===== config.mk =====
export PLATFORM = sky130hd
export DESIGN_NAME = ptt_ctrl
export DESIGN_NICKNAME = d
export VERILOG_FILES = /design/src/rtl/core/page_table_translate_with_permissions_unit_macros.svh /design/src/rtl/core/ptt_pkg.sv /design/src/rtl/core/ptt_ctrl.sv
export SDC_FILE = /design/constraint.sdc
export NUM_CORES = 1
export LEC_CHECK = 0
export ABC_AREA = 1
export BUFFER_PORTS_ARGS = -buffer_cell sky130_fd_sc_hd__buf_2
export CAP_MARGIN = 20
export CORE_ASPECT_RATIO = 0.6
export CORE_UTILIZATION = 50
export DETAILED_ROUTE_END_ITERATION = 6
export PLACE_DENSITY = 0.87
export SLEW_MARGIN = 10
export SYNTH_ARGS = -nofsm -noshare
export SYNTH_HDL_FRONTEND = slang
export SYNTH_SLANG_ARGS = --single-unit

===== constraint.sdc =====
create_clock -name clk -period 9 [get_ports clk]
set_input_delay 0.45 -clock clk [delete_from_list [all_inputs] [get_ports clk]]
set_output_delay 0.45 -clock clk [all_outputs]
set_load 0.1 [all_outputs]

===== src/rtl/core/page_table_translate_with_permissions_unit_macros.svh =====
// Assertion macros shared by the page table translation unit.
// Each macro takes a label, an antecedent and a consequent; clk and rst_n
// must be visible where the macro is used.
`ifndef PAGE_TABLE_TRANSLATE_WITH_PERMISSIONS_UNIT_MACROS_SVH
`define PAGE_TABLE_TRANSLATE_WITH_PERMISSIONS_UNIT_MACROS_SVH

`ifndef SYNTH
// Consequent must hold in the same cycle as the antecedent.
`define PTT_ASSERT_SAME(label, ante, cons) \
  label: assert property (@(posedge clk) disable iff (!rst_n) (ante) |-> (cons)) \
    else $error("ptt assertion failed");
// Consequent must hold in the cycle after the antecedent.
`define PTT_ASSERT_NEXT(label, ante, cons) \
  label: assert property (@(posedge clk) disable iff (!rst_n) (ante) |=> (cons)) \
    else $error("ptt assertion failed");
`else
`define PTT_ASSERT_SAME(label, ante, cons)
`define PTT_ASSERT_NEXT(label, ante, cons)
`endif

`endif


===== src/rtl/core/ptt_pkg.sv =====
package ptt_pkg;

  // Fixed field geometry
  localparam int VADDR_BITS  = 24;
  localparam int OFFSET_BITS = 12;
  localparam int PAGE_BITS   = 12;
  localparam int FRAME_IN_BITS = 8;
  localparam int BYTE_BITS   = 8;

  // Page table entry layout: {frame, read, write, present}
  localparam int PTE_PRESENT   = 0;
  localparam int PTE_WRITE     = 1;
  localparam int PTE_READ      = 2;
  localparam int PTE_FLAG_BITS = 3;

  typedef enum logic [1:0] {
    CMD_INSERT = 2'd0,
    CMD_REMOVE = 2'd1,
    CMD_READ   = 2'd2,
    CMD_WRITE  = 2'd3
  } cmd_t;

  typedef enum logic [2:0] {
    STAT_OK       = 3'd0,
    STAT_MAPPED   = 3'd1,
    STAT_ABSENT   = 3'd2,
    STAT_NO_READ  = 3'd3,
    STAT_NO_WRITE = 3'd4
  } status_t;

  typedef enum logic [1:0] {
    S_CLEAR  = 2'd0,
    S_IDLE   = 2'd1,
    S_LOOKUP = 2'd2,
    S_DATA   = 2'd3
  } state_t;

endpackage


===== src/rtl/core/ptt_ctrl.sv =====
// Command sequencer: clearing pass, page entry lookup and update,
// data store access and the result register.
module ptt_ctrl #(
  parameter int VPN_BITS   = 12,
  parameter int FRAME_BITS = 8
) (
  input  logic                                  clk,
  input  logic                                  rst_n,
  // command channel
  input  logic                                  in_valid,
  output logic                                  in_ready,
  input  logic [1:0]                            in_cmd,
  input  logic [ptt_pkg::PAGE_BITS-1:0]         in_page,
  input  logic [ptt_pkg::FRAME_IN_BITS-1:0]     in_frame,
  input  logic                                  in_allow_read,
  input  logic                                  in_allow_write,
  input  logic [ptt_pkg::VADDR_BITS-1:0]        in_vaddr,
  input  logic [ptt_pkg::BYTE_BITS-1:0]         in_write_data,
  // result channel
  output logic                                  out_valid,
  input  logic                                  out_ready,
  output logic [2:0]                            out_status,
  output logic [ptt_pkg::BYTE_BITS-1:0]         out_read_data,
  // page table port
  output logic                                  pt_re,
  output logic                                  pt_we,
  output logic [VPN_BITS-1:0]                   pt_addr,
  output logic [FRAME_BITS+ptt_pkg::PTE_FLAG_BITS-1:0] pt_wdata,
  input  logic [FRAME_BITS+ptt_pkg::PTE_FLAG_BITS-1:0] pt_rdata,
  // data store port
  output logic                                  dm_re,
  output logic                                  dm_we,
  output logic [FRAME_BITS+ptt_pkg::OFFSET_BITS-1:0] dm_addr,
  output logic [ptt_pkg::BYTE_BITS-1:0]         dm_wdata,
  input  logic [ptt_pkg::BYTE_BITS-1:0]         dm_rdata
);

  localparam int DA_W  = FRAME_BITS + ptt_pkg::OFFSET_BITS;
  localparam int CLR_W = (VPN_BITS > DA_W) ? VPN_BITS : DA_W;

  ptt_pkg::state_t  state_r, state_nxt;
  logic [CLR_W-1:0] clr_cnt_r, clr_cnt_nxt;

  // captured command
  ptt_pkg::cmd_t                    cmd_r;
  logic [VPN_BITS-1:0]              pidx_r;
  logic [FRAME_BITS-1:0]            frame_r;
  logic                             rd_r;
  logic                             wr_r;
  logic [ptt_pkg::OFFSET_BITS-1:0]  offs_r;
  logic [ptt_pkg::BYTE_BITS-1:0]    wdata_r;

  // result register
  logic                             out_valid_r, out_valid_nxt;
  ptt_pkg::status_t                 out_status_r;
  logic [ptt_pkg::BYTE_BITS-1:0]    out_rdata_r;

  logic                             in_fire;
  logic                             slot_free;
  ptt_pkg::cmd_t                    in_cmd_t;
  logic [VPN_BITS-1:0]              in_idx;
  logic                             e_present, e_write, e_read;
  logic [FRAME_BITS-1:0]            e_frame;
  ptt_pkg::status_t                 lk_status;
  logic                             rd_ok;
  logic                             res_load;
  ptt_pkg::status_t                 res_status;
  logic [ptt_pkg::BYTE_BITS-1:0]    res_rdata;

  assign in_cmd_t  = ptt_pkg::cmd_t'(in_cmd);
  assign in_ready  = (state_r == ptt_pkg::S_IDLE);
  assign in_fire   = in_valid && in_ready;
  assign slot_free = !out_valid_r || out_ready;

  // page index: explicit page for map commands, vaddr page part otherwise
  always_comb begin
    if (in_cmd_t == ptt_pkg::CMD_INSERT || in_cmd_t == ptt_pkg::CMD_REMOVE) begin
      in_idx = VPN_BITS'(in_page);
    end else begin
      in_idx = VPN_BITS'(in_vaddr[ptt_pkg::VADDR_BITS-1:ptt_pkg::OFFSET_BITS]);
    end
  end

  // entry decode
  assign e_present = pt_rdata[ptt_pkg::PTE_PRESENT];
  assign e_write   = pt_rdata[ptt_pkg::PTE_WRITE];
  assign e_read    = pt_rdata[ptt_pkg::PTE_READ];
  assign e_frame   = pt_rdata[ptt_pkg::PTE_FLAG_BITS +: FRAME_BITS];

  // lookup verdict
  always_comb begin
    lk_status = ptt_pkg::STAT_OK;
    unique case (cmd_r)
      ptt_pkg::CMD_INSERT: begin
        if (e_present) lk_status = ptt_pkg::STAT_MAPPED;
      end
      ptt_pkg::CMD_REMOVE: begin
        if (!e_present) lk_status = ptt_pkg::STAT_ABSENT;
      end
      ptt_pkg::CMD_READ: begin
        if (!e_present)   lk_status = ptt_pkg::STAT_ABSENT;
        else if (!e_read) lk_status = ptt_pkg::STAT_NO_READ;
      end
      ptt_pkg::CMD_WRITE: begin
        if (!e_present)    lk_status = ptt_pkg::STAT_ABSENT;
        else if (!e_write) lk_status = ptt_pkg::STAT_NO_WRITE;
      end
    endcase
  end

  assign rd_ok = (cmd_r == ptt_pkg::CMD_READ) && (lk_status == ptt_pkg::STAT_OK);

  // next state
  always_comb begin
    state_nxt   = state_r;
    clr_cnt_nxt = clr_cnt_r;
    unique case (state_r)
      ptt_pkg::S_CLEAR: begin
        clr_cnt_nxt = clr_cnt_r + 1'b1;
        if (&clr_cnt_r) state_nxt = ptt_pkg::S_IDLE;
      end
      ptt_pkg::S_IDLE: begin
        if (in_fire) state_nxt = ptt_pkg::S_LOOKUP;
      end
      ptt_pkg::S_LOOKUP: begin
        if (rd_ok)          state_nxt = ptt_pkg::S_DATA;
        else if (slot_free) state_nxt = ptt_pkg::S_IDLE;
      end
      ptt_pkg::S_DATA: begin
        if (slot_free) state_nxt = ptt_pkg::S_IDLE;
      end
    endcase
  end

  // memory controls and result load
  always_comb begin
    pt_re      = 1'b0;
    pt_we      = 1'b0;
    pt_addr    = pidx_r;
    pt_wdata   = '0;
    dm_re      = 1'b0;
    dm_we      = 1'b0;
    dm_addr    = {e_frame, offs_r};
    dm_wdata   = wdata_r;
    res_load   = 1'b0;
    res_status = lk_status;
    res_rdata  = '0;
    unique case (state_r)
      ptt_pkg::S_CLEAR: begin
        pt_we    = 1'b1;
        pt_addr  = clr_cnt_r[VPN_BITS-1:0];
        dm_we    = 1'b1;
        dm_addr  = clr_cnt_r[DA_W-1:0];
        dm_wdata = '0;
      end
      ptt_pkg::S_IDLE: begin
        pt_re   = in_fire;
        pt_addr = in_idx;
      end
      ptt_pkg::S_LOOKUP: begin
        if (rd_ok) begin
          dm_re = 1'b1;
        end else if (slot_free) begin
          res_load = 1'b1;
          unique case (cmd_r)
            ptt_pkg::CMD_INSERT: begin
              pt_we    = !e_present;
              pt_wdata = {frame_r, rd_r, wr_r, 1'b1};
            end
            ptt_pkg::CMD_REMOVE: pt_we = e_present;
            ptt_pkg::CMD_READ:   ;
            ptt_pkg::CMD_WRITE:  dm_we = (lk_status == ptt_pkg::STAT_OK);
          endcase
        end
      end
      ptt_pkg::S_DATA: begin
        res_load   = slot_free;
        res_status = ptt_pkg::STAT_OK;
        res_rdata  = dm_rdata;
      end
    endcase
  end

  // result valid
  always_comb begin
    out_valid_nxt = out_valid_r;
    if (res_load)       out_valid_nxt = 1'b1;
    else if (out_ready) out_valid_nxt = 1'b0;
  end

  // control state
  always_ff @(posedge clk) begin
    if (!rst_n) begin
      state_r     <= ptt_pkg::S_CLEAR;
      clr_cnt_r   <= '0;
      out_valid_r <= 1'b0;
    end else begin
      state_r     <= state_nxt;
      clr_cnt_r   <= clr_cnt_nxt;
      out_valid_r <= out_valid_nxt;
    end
  end

  // command capture and result payload
  always_ff @(posedge clk) begin
    if (in_fire) begin
      cmd_r   <= in_cmd_t;
      pidx_r  <= in_idx;
      frame_r <= FRAME_BITS'(in_frame);
      rd_r    <= in_allow_read;
      wr_r    <= in_allow_write;
      offs_r  <= in_vaddr[ptt_pkg::OFFSET_BITS-1:0];
      wdata_r <= in_write_data;
    end
    if (res_load) begin
      out_status_r <= res_status;
      out_rdata_r  <= res_rdata;
    end
  end

  assign out_valid     = out_valid_r;
  assign out_status    = out_status_r;
  assign out_read_data = out_rdata_r;

endmodule


---- Yosys cells after proc, flatten, opt, wreduce, memory -nomap -nowiden ----
Cells that the tools add are included.
operators by class
  eq/ne operators ......................... 9
  mux-type cells .......................... 36
  $add $sub $neg .......................... 1
  reduce and logical (&&, ||, !) cells .... 13
operators with widths
  operator               count
  $mux 11                4
  $pmux 12 s2            1
  $add 20x1->20 const B  1
  $mux 20                1
  $reduce_and 20->1      1
  $mux 2                 7
  $mux 1                 13
  $mux 12                1
  $pmux 3 s4             1
  $eq 2x2->1 const B     4
  $mux 8                 1
  $pmux 1 s2             4
  $pmux 2 s4             1
  $eq 2x1->1 const B     3
  $logic_not 2->1        3
  $mux 3                 2
  $logic_not 3->1        1
  $logic_and 1x1->1      2
  $logic_not 1->1        2
  $logic_or 1x1->1       2
  $ne 2x1->1 const B     1
  $ne 2x2->1 const B     1
  $reduce_and 2->1       1
  $reduce_bool 2->1      1
storage, ports and cells
  input bits .............................. 79
  output and inout bits ................... 68
  bits in registers ....................... 78
  word-level logic and storage cells ...... 71

---- Longest topological paths before layout ----
Gate-level depths: netlist of run 1.
  depth after elaboration ................. 8
  mapped depth ............................ 10
  mapped depth without buffers ............ 9

---- Least setup slack after synthesis of run 1 ----
Ideal clock, no wire load.
  path type ............................... register -> output
  start point ............................. reg out_valid_r (netlist: out_valid)
  end point ............................... out pt_we
  cell stages (with the launch flop) ...... 6
  arrival time ............................ 4013 ps
  path buffers ............................ 0
  setup slack ............................. 4537 ps
  cell sequence ........................... dfxtp_1 -> inv_1 -> nor2_1 -> inv_1 -> nand2_1 -> o41ai_1
on the way
  cells in the longest elaborated chain, start to end .. 5
ends and longest elaborated chain
  element                   RTL line         source
  start: declaration        ptt_ctrl.sv:54   logic out_valid_r, out_valid_nxt;
  start signal: assignment  ptt_ctrl.sv:200  out_valid_r <= out_valid_nxt;
  $logic_not 1->1           ptt_ctrl.sv:73   assign slot_free = !out_valid_r || out_ready;
  $logic_or 1x1->1          ptt_ctrl.sv:73
  $mux 1                    ptt_ctrl.sv:163  end else if (slot_free) begin
  $mux 1                    ptt_ctrl.sv:161  if (rd_ok) begin
  $pmux 1 s2                ptt_ctrl.sv:148  unique case (state_r)
  end: declaration          ptt_ctrl.sv:26   output logic pt_we,
No other way between the ends.

---- Final worst setup path of run 1 ----
  start point ............................. reg state_r[1]
  end point ............................... out pt_re
on the way
  cells in the longest elaborated chain, start to end .. 3
ends and longest elaborated chain
  element                   RTL line                         source
  start: declaration        ptt_ctrl.sv:41                   ptt_pkg::state_t state_r, state_nxt;
  start signal: assignment  ptt_ctrl.sv:194                  state_r <= ptt_pkg::S_CLEAR;
  start signal: assignment  ptt_ctrl.sv:198                  state_r <= state_nxt;
  $eq 2x1->1 (*)            ptt_ctrl.sv:71, ptt_ctrl.sv:148
  $logic_and 1x1->1         ptt_ctrl.sv:72                   assign in_fire = in_valid && in_ready;
  $mux 1 (*)                ptt_ctrl.sv:148
  end: declaration          ptt_ctrl.sv:25                   output logic pt_re,
Every way passes the cells marked *; elsewhere a longest branch is shown, timed or not.

==> out/qor.yml, run 1 <==
synth:
  ys_types: 35
  syn_inst: 426
  syn_nets: 506
  synth_flop_cell: "edfxtp_1"
  synthTopCellsByArea: "edfxtp_1 44%, dfxtp_1 12%, nand2_1 9.7%, nor2_1 6.7%, inv_1 6.0%"
  synthSimpleGateAreaFrac_pct: 25.76
  syn-cell-area_um2: 3779
  synthMostInstantiatedCell: "nand2_1"
  avgSynthCellArea_um2: 8.870
  muxShareOfSynthArea_pct: 2.384
  synth-xor-area-share_pct: 0.2318
  yosysTopAreaCell: "edfxtp_1"
  ys_warn_count: 0
  synth_fa_ha_area_share_pct: 0.3311
  synthTopCellsByCount: "98 x nand2_1, 67 x nor2_1, 60 x inv_1"
  synth_edf_count: 55
  seq_area_frac_synth_pct: 55.89
  synth_compound_area_share_pct: 7.152
  async_reset_ff_share_pct: 0
  synth_top_family_by_area: "simple AND/OR/NAND/NOR gates"
  synth_seq_cells: 78
  netlist.area_leader.share_pct: 43.71
worst_setup_path:
  rrSetupSlack_ns: 6.74
  crit_fanout: 45
  worst_path_largest_cell_delay_ns: 0.60
  r2r-start: "state_r[1]$_SDFFE_PN0P_"
  crit_path_end: "pt_re"
  rr_worst_depth: 4
  worst_ep_arrival_time_ns: 2.78
  crit_start: "state_r[1]$_SDFFE_PN0P_"
  slowest_stage: "nor2_2"
  start_kind: "flop"
  worst_setup_path_end_kind: "output pin"
  crit_chain: "nor2_2, inv_1, nor2_4, buf_4, buf_2"
  r2r-end: "offs_r[10]$_DFFE_PP_"
  critical_path_class: "flop to output pin"
  cp_data_required_time_ns: 8.55
cts:
  cts_sinks: 78
  post_cts_buffers: 0
  clk_root_buffer_cell: "clkbuf_16"
  tritoncts: "built"
  cts-resized-gates: 0
  cts_hold_buf: 0
  cts.htree.levels: 3
  clkTransAtPathRegs_ns: 0.06
  clk-insertion-delay-late_ns: 0.34
  cts_buffers: 9
  clock_path_buffers: 2
sta:
  layout_min_cycle_time_ns: 3.228
  period_share_pct: 35.86
  fin_skew_ns: 0.005049
  setup_violations: 0
  relSlewSlack_pct: 57.86
  slew_violations: 0
  hold_ws_ns: 0.2774
  worst_slew_pin_slew_ns: 0.6312
  rsz0062_at_grt: "no"
  setup_tns_ns: 0
  max_freq_mhz: 309.8
  hold_viol_final: 0
floorplan:
  dieHeight_um: 69.34
  dieArea_um2: 7920
  fp-row-count: 24
  ios: 147
  core_um2: 7297
  die-width_um: 114.2
  start_util_pct: 51.78
pwr:
  p_leak_nw: 2.315
  vdd.ir_drop.worst_v: 0.0002802
  powerDensity_nw_per_um2: 417.9
route:
  wire_per_inst_um: 13.37
  drtIter0Drc: 220
  firstDrtPassIters: 7
  wl_um: 9133
  ant_nets: 0
  drc: 0
  via_count: 3362
  vias_per_cell: 4.922
finish:
  area_growth_pct: 31.89
  antennaDiodeCount: 0
  fin_nets: 654
  drive_gt1_share_pct: 33.51
  fillers: 572
  utilization_pct: 68.30
  layout.cells.non_filler: 683
flow_run:
  maxCapViolCount: 0
global_routing:
  grt_busiest_layer: "met2"
  gr-usage-met2_pct: 37.24
  grt_use_met3_pct: 8.042
  track_usage_pct: 24.08
  antenna_found_initial: 0
  grt_overflow: 0
  grt_pass1_vias: 3088
  grt_max_degree: 46
  grt_pass1_wl_um: 14390
  use_met1_pct: 31.12
place:
  port_buffers: 146
  gp_congestion: 0.8779
  place_inst: 666
  dp_hpwl_um: 6611
outcome:
  status: "finished, final reports clean"
min_path:
  hold_path_class: "input pin to flop"
==> worst max-delay path, delay by kind of cell, from the launching register on <==
family,cells,cell delay (ns)
buf+inv,3,1.19
flops,1,0.51
simple gates,2,0.71
==> power breakdown <==
| group | leakage, nW | internal [mW] | switching (mW) |
|---|---|---|---|
| registers | 0.687 | 0.442 | 0.0246 |
| logic | 1.44 | 0.149 | 0.997 |
| clock network | 0.187 | 0.327 | 0.142 |
| total | 2.32 | 0.918 | 1.16 |
==> sequential cells by signal, indices dropped and copies added (netlist names) <==
register and count:
clr_cnt_r 20, cmd_r 2, frame_r 8, offs_r 12
out_read_data 8, out_status 3, out_valid 1, pidx_r 12
rd_r 1, state_r 2, wdata_r 8, wr_r 1
==> per-stage QoR <==
| step | cell area (µm²) | setup WS [ns] | power [mW] |
|---|---|---|---|
| 4_1_cts | 4976 | 5.772 | 2.088 |
| 3_5_place_dp | 4588 | 6.144 | 1.618 |
| 5_1_grt | 4984 | 5.587 | 2.152 |
| 2_1_floorplan | 3779 | 4.537 | 1.461 |
| 6_report | 4984 | 5.772 | 2.082 |
| 3_3_place_gp | 4588 | 6.227 | 1.611 |
==> cell usage in the layout, fill, tap and decap left out, types with 9 or more instances in the layout <==
cell type	Yosys	final
a21oi_1	10	10
buf_2	5	146
clkbuf_16	0	9
dfxtp_1	23	23
edfxtp_1	55	55
inv_1	60	60
nand2_1	98	98
nand3_1	17	17
nor2_1	67	66
o21ai_0	22	22
==> routing by layer <==
layer	wire length [µm]	vias up	share of wire, %
met1	4158	1508	46
met5	0	-	0
met2	4079	149	45
met3	714	20	7.8
met4	181	0	2.0
li1	-	1685	-
==> worst min path at each step <==
| stage | from | endpoint | slack (ns) | cells past startpoint |
|---|---|---|---|---|
| after floorplan | clr_cnt_r[14]$_SDFFE_PN0P_ | clr_cnt_r[14]$_SDFFE_PN0P_ | 0.47 | 2 |
| after global placement | clr_cnt_r[14]$_SDFFE_PN0P_ | clr_cnt_r[14]$_SDFFE_PN0P_ | 0.48 | 2 |
| after detailed placement | clr_cnt_r[14]$_SDFFE_PN0P_ | clr_cnt_r[14]$_SDFFE_PN0P_ | 0.51 | 2 |
| after CTS | in_vaddr[4] | offs_r[4]$_DFFE_PP_ | 0.27 | 1 |
| after global routing | in_write_data[4] | wdata_r[4]$_DFFE_PP_ | 0.27 | 1 |
| final | in_vaddr[4] | offs_r[4]$_DFFE_PP_ | 0.28 | 1 |
==> cell families after synthesis <==
kind of cell             count (synthesis)
AND/OR/NAND/NOR                        215
adder cells (fa/ha/maj)                  1
XOR/XNOR                                 1
buffers and inverters                   75
AO/OA/AOI/OAI                           48
multiplexers                             8
flip-flops                              78
==> final cells by class <==
class                   instances  area, µm²  area share, %
clock buffers                  10      229.0          4.595
inverters                      64      245.2          4.921
flip-flops and latches         78       2112          42.38
clock inverters                 6      158.9          3.189
repair buffers                148      745.7          14.96
multi-input cells             273       1363          27.34
well taps                     104      130.1          2.611
Note: power is estimated with default switching activity, not from simulation.
==> run 2, diff against run 1 <==
--- a/config.mk
+++ b/config.mk
@@ -9,9 +9,9 @@
 export BUFFER_PORTS_ARGS = -buffer_cell sky130_fd_sc_hd__buf_2
 export CAP_MARGIN = 20
 export CORE_ASPECT_RATIO = 0.6
-export CORE_UTILIZATION = 50
+export CORE_UTILIZATION = 49
 export DETAILED_ROUTE_END_ITERATION = 6
-export PLACE_DENSITY = 0.87
+export PLACE_DENSITY = 0.85
 export SLEW_MARGIN = 10
 export SYNTH_ARGS = -nofsm -noshare
 export SYNTH_HDL_FRONTEND = slang
==> constraint.sdc (replaced) <==
create_clock -name clk -period 3.4 [get_ports clk]
set_input_delay 0.17 -clock clk [delete_from_list [all_inputs] [get_ports clk]]
set_output_delay 0.17 -clock clk [all_outputs]
set_load 0.1 [all_outputs]
==> run 2 against run 1 <==
  * Routed wire length increased by 2.9%
  * Worst hold slack got worse by 0.26 ns
  * Sequential share of layout area hardly changed
  * Die area is 2.0% higher
  * Clock skew decreased by 0.00063 ns
  * Sequential cell count is the same
  * Largest cell class unchanged
==> out/qor.yml, run 2 (synthesis results as in run 1) <==
finish:
  final_common_cell: "buf_2"  # unchanged
  reg_top3: "clr_cnt_r x20, offs_r x12, pidx_r x12"  # unchanged
  utilization_pct: 67.70  # was 68.30%
  fin_nets: 662  # was 654
  top_register: "clr_cnt_r"  # unchanged
  area_growth_pct: 31.82  # was 31.89%
  largest_reg_flops: 20  # unchanged
  layout_common_cells: "146 x buf_2, 98 x nand2_1, 65 x nor2_1, 60 x inv_1, 55 x edfxtp_1"  # was 146 x buf_2, 98 x nand2_1, 66 x nor2_1, 60 x inv_1, 55 x edfxtp_1
  fillers: 554  # was 572
  drive_gt1_share_pct: 33.45  # was 33.51%
  antennaDiodeCount: 0  # unchanged
sta:
  max_freq_mhz: 387.2
  relSlewSlack_pct: 55.11  # was 57.86%
  hold_viol_final: 0  # unchanged
  slew_violations: 0  # unchanged
  setup_violations: 0  # unchanged
  rsz0062_at_grt: "no"  # unchanged
  fin_skew_ns: 0.004423  # was 0.005049 ns
  worst_slew_pin_slew_ns: 0.6725  # was 0.6312 ns
  setup_tns_ns: 0  # unchanged
  period_share_pct: 75.95
  layout_min_cycle_time_ns: 2.582
route:
  firstDrtPassIters: 6  # was 7
  via_count: 3446  # was 3362
  drc: 0  # unchanged
  wl_um: 9396  # was 9133 µm
  ant_nets: 0  # unchanged
  drtIter0Drc: 245  # was 220
  vias_per_cell: 4.994  # was 4.922
  wire_per_inst_um: 13.62  # was 13.37 µm
cts:
  cts-resized-gates: 0  # unchanged
  clk_root_buffer_cell: "clkbuf_16"  # unchanged
  cts_buffers: 9  # unchanged
  cts_sinks: 78  # unchanged
  clkTransAtPathRegs_ns: 0.06  # about the same
  post_cts_buffers: 0  # unchanged
  clk-insertion-delay-late_ns: 0.33  # was 0.34 ns
  clock_path_buffers: 2  # unchanged
  tritoncts: "built"  # unchanged
  cts.htree.levels: 3  # unchanged
worst_setup_path:
  start_kind: "flop"  # unchanged
  crit_chain: "inv_6, nand2_8, inv_2, nand2_1, nand3_1, buf_2"  # was nor2_2, inv_1, nor2_4, buf_4, buf_2
  slowest_stage: "dfxtp_1"  # was nor2_2
  worst_setup_path_end_kind: "output pin"  # unchanged
  cp_data_required_time_ns: 3.23  # was 8.55 ns
  worst_ep_arrival_time_ns: 2.41  # was 2.78 ns
  crit_fanout: 45  # unchanged
  worst_path_largest_cell_delay_ns: 0.52  # was 0.60 ns
  critical_path_class: "flop to output pin"  # unchanged
  rr_worst_depth: 5  # was 4
place:
  dp_hpwl_um: 6882  # was 6611 µm
  port_buffers: 146  # unchanged
  gp_congestion: 0.8898  # was 0.8779
outcome:
  status: "finished, final reports clean"  # unchanged
floorplan:
  ios: 147  # unchanged
  start_util_pct: 51.36  # was 51.78%
  dieHeight_um: 70.02  # was 69.34 µm
  dieArea_um2: 8078  # was 7920 µm²
  fp-row-count: 24  # unchanged
  core_um2: 7357  # was 7297 µm²
  die-width_um: 115.4  # was 114.2 µm
global_routing:
  grt_max_degree: 46  # unchanged
  grt_pass1_vias: 3201  # was 3088
  track_usage_pct: 24.32  # was 24.08%
  antenna_found_initial: 0  # unchanged
  grt_overflow: 0  # unchanged
  grt_pass1_wl_um: 14810  # was 14390 µm
pwr:
  vdd.ir_drop.worst_v: 0.0009190  # was 0.0002802 V
  powerDensity_nw_per_um2: 1048  # was 417.9 nW/µm²
  p_leak_nw: 2.310  # was 2.315 nW
flow_run:
  maxCapViolCount: 0  # unchanged
min_path:
  holdPathStages: 1  # unchanged
  hold_path_class: "input pin to flop"  # unchanged
run 2: final timing paths:
kind,endpoint,slack (ns),from
worst max-delay path,pt_addr[11],0.82,state_r[1]$_SDFFE_PN0P_
worst min-delay path,wdata_r[5]$_DFFE_PP_,0.01,in_write_data[5]
worst max register to register,offs_r[6]$_DFFE_PP_,1.36,state_r[1]$_SDFFE_PN0P_
worst min register to register,clr_cnt_r[14]$_SDFFE_PN0P_,0.52,clr_cnt_r[14]$_SDFFE_PN0P_
run 2: layout make-up:
cell class,count,area (µm²),area share [%]
tap,104,130.1,2.612
inverter,64,245.2,4.923
clock buffer,9,225.2,4.521
clock inverter,6,53.80,1.080
multi-input combinational,273,1379,27.68
timing repair buffer,156,835.8,16.78
sequential,78,2112,42.40
run 2: power breakdown:
group	total [mW]	leakage [nW]	switching [mW]	internal, mW
clock network	0.900	0.142	0.345	0.555
logic	3.08	1.48	2.66	0.416
registers	1.24	0.687	0.0702	1.17
run 2: timing repair:
item	CTS	global route
setup endpoints to repair	0	0
hold buffers	1	6
hold endpoints to repair	1	6
run 2: worst max-delay path: cells and delay by family, from the launching register on:
kind          cells  cell delay [ns]
buf+inv           3             1.05
flops             1             0.52
simple gates      3             0.49
run 2: stage by stage:
stage                     cells  setup slack, ns  power [mW]  area (µm²)  hold WS (ns)
after floorplan             426        -0.003839       3.873        3797        0.2689
after global placement      668            1.261       4.295        4632        0.3462
after detailed placement    668            1.191       4.322        4632        0.3481
after CTS                   684           0.8079       5.229        4921      0.001626
after global routing        690           0.6769       5.398        4981     0.0002710
final                       690           0.8176       5.219        4981       0.01320
run 2: metal layers:
layer | up-vias | share of wire [%] | track usage [%]
li1 | 1698 | - | -
met1 | 1555 | 44 | 30.81
met2 | 181 | 45 | 37.79
met3 | 12 | 9.3 | 9.288
met4 | 0 | 1.6 | 8.947
met5 | - | 0 | 0
==> run 3, diff against run 2 <==
==> constraint.sdc (replaced) <==
create_clock -name clk -period 2.6 [get_ports clk]
set_input_delay 0.13 -clock clk [delete_from_list [all_inputs] [get_ports clk]]
set_output_delay 0.13 -clock clk [all_outputs]
set_load 0.1 [all_outputs]
==> run 3 against run 2 <==
  * Core utilization rose by 5.1 points
  * Critical path type unchanged
  * First-iteration DRC count rose by 4.1%
  * Critical path depth did not move
  * Critical endpoint is now pt_addr[1]
  * Largest cell class unchanged
==> out/qor.yml, run 3 (synthesis results as in run 1) <==
sta:
  period_share_pct: 91.95
  layout_min_cycle_time_ns: 2.391
  setup_violations: 0  # unchanged
  hold_ws_ns: 0.09630  # was 0.01320 ns
  worst_slew_pin_slew_ns: 0.6170  # was 0.6725 ns
  fin_skew_ns: 0.008793  # was 0.004423 ns
  max_freq_mhz: 418.3
  rsz0062_at_grt: "no"  # unchanged
  slew_violations: 0  # unchanged
  hold_viol_final: 0  # unchanged
  relSlewSlack_pct: 58.82  # was 55.11%
floorplan:
  core_um2: 7357  # unchanged
  die-width_um: 115.4  # unchanged
  ios: 147  # unchanged
  dieArea_um2: 8078  # unchanged
  dieHeight_um: 70.02  # unchanged
  start_util_pct: 51.36  # unchanged
  fp-row-count: 24  # unchanged
global_routing:
  grt_overflow: 0  # unchanged
  grt_pass1_wl_um: 15640  # was 14810 µm
  grt_max_degree: 46  # unchanged
  antenna_found_initial: 0  # unchanged
  track_usage_pct: 25.92  # was 24.32%
  grt_pass1_vias: 3308  # was 3201
cts:
  cts_buffers: 9  # unchanged
  cts_sinks: 78  # unchanged
  clock_path_buffers: 2  # unchanged
  cts.htree.levels: 3  # unchanged
  clk_root_buffer_cell: "clkbuf_16"  # unchanged
  clk-insertion-delay-late_ns: 0.33  # about the same
  tritoncts: "built"  # unchanged
  clkTransAtPathRegs_ns: 0.06  # about the same
finish:
  top_register: "clr_cnt_r"  # unchanged
  antennaDiodeCount: 0  # unchanged
  largest_reg_flops: 20  # unchanged
  area_growth_pct: 41.79  # was 31.82%
  drive_gt1_share_pct: 33.99  # was 33.45%
  reg_top3: "clr_cnt_r x20, offs_r x12, pidx_r x12"  # unchanged
  utilization_pct: 72.82  # was 67.70%
  final_common_cell: "buf_2"  # unchanged
  layout_common_cells: "145 x buf_2, 98 x nand2_1, 60 x inv_1, 56 x nor2_1, 55 x edfxtp_1"  # was 146 x buf_2, 98 x nand2_1, 65 x nor2_1, 60 x inv_1, 55 x edfxtp_1
  fin_nets: 687  # was 662
route:
  via_count: 3471  # was 3446
  firstDrtPassIters: 5  # was 6
  ant_nets: 0  # unchanged
  drc: 0  # unchanged
  wire_per_inst_um: 13.97  # was 13.62 µm
  wl_um: 10010  # was 9396 µm
  vias_per_cell: 4.848  # was 4.994
  drtIter0Drc: 255  # was 245
flow_run:
  maxCapViolCount: 0  # unchanged
worst_setup_path:
  rrSetupSlack_ns: 0.69  # was 1.36 ns
  crit_chain: "inv_6, nand2_8, inv_2, nand2_1, nand3_1, buf_2"  # unchanged
  cp_data_required_time_ns: 2.47  # was 3.23 ns
  crit_fanout: 45  # unchanged
  slowest_stage: "buf_2"  # was dfxtp_1
  critical_path_class: "flop to output pin"  # unchanged
  crit_family: "buffers and inverters"  # unchanged
  worst_ep_arrival_time_ns: 2.26  # was 2.41 ns
  cp.buffers_inverters: 3  # unchanged
  worst_path_largest_cell_delay_ns: 0.43  # was 0.52 ns
  start_kind: "flop"  # unchanged
  worst_setup_path_end_kind: "output pin"  # unchanged
outcome:
  status: "finished, final reports clean"  # unchanged
pwr:
  p_leak_nw: 2.430  # was 2.310 nW
  powerDensity_nw_per_um2: 1315  # was 1048 nW/µm²
  vdd.ir_drop.worst_v: 0.001380  # was 0.0009190 V
place:
  gp_congestion: 0.8489  # was 0.8898
  port_buffers: 146  # unchanged
  dp_hpwl_um: 6993  # was 6882 µm
min_path:
  hold_path_class: "input pin to flop"  # unchanged
## run 3: cell types whose count changed in the layout (fill, tap and decap cells not counted), sizes merged
cell and delta:
bufinv +1, clkinv -2, clkinvlp +1, dlygate4sd3 +24, clkbuf +1, buf +1
## run 3: routing by layer
metal | track usage [%] | routed length, µm
met3 | 7.899 | 751
met2 | 41.45 | 4464
met4 | 4.329 | 43
met1 | 35.22 | 4747
met5 | 0 | 0
## run 3: where the power goes
group          total [mW]  leakage (nW)  switching [mW]  internal [mW]
Combinational        4.13          1.59            3.54          0.589
Clock                1.31         0.152           0.474          0.838
Sequential           1.60         0.687          0.0729           1.53
## run 3: final timing paths
check	start	endpoint	cells after the start
worst max-delay path	state_r[1]$_SDFFE_PN0P_	pt_addr[1]	6
worst max register to register	state_r[0]$_SDFFE_PN0P_	frame_r[4]$_DFFE_PP_	5
worst min-delay path	dm_rdata[3]	out_read_data[3]$_SDFFCE_PN0P_	3
worst min register to register	clr_cnt_r[14]$_SDFFE_PN0P_	clr_cnt_r[14]$_SDFFE_PN0P_	2
## run 3: timing repair
action                                 in CTS  in global routing
buffers inserted                            0                  0
endpoints found under the hold margin      31                  0
hold buffers                               31                  0
setup endpoints to repair                   0                  0
resized for setup                           0                  0
## run 3: worst register-to-register path, cell delays in order (launching register included)
cell and delay (ns):
dfxtp_1 0.36, inv_2 0.09, nor2_2 0.49, inv_1 0.19, nor2_4 0.13, buf_4 0.31
## run 3: final cells by class
cell class | count | area (µm²)
Sequential cell | 78 | 2113
Fill cell | 533 | 1999
Multi-Input combinational cell | 273 | 1465
Timing Repair Buffer | 181 | 1086
Inverter | 64 | 247.7
Clock buffer | 10 | 229.0
Tap cell | 104 | 130.1
Clock inverter | 6 | 86.33
## run 3: through the flow
stage | instances | worst slack [ns] | instance area (µm²) | setup TNS (ns) | total power, mW
final | 716 | 0.2094 | 5358 | 0 | 7.043
after global routing | 716 | 0.04362 | 5358 | 0 | 7.288
after CTS | 716 | 0.1972 | 5358 | 0 | 7.051
after detailed placement | 669 | 0.5672 | 4732 | 0 | 5.699
after global placement | 669 | 0.5957 | 4732 | 0 | 5.662
after floorplan | 426 | -0.4065 | 3892 | -2.030 | 5.115
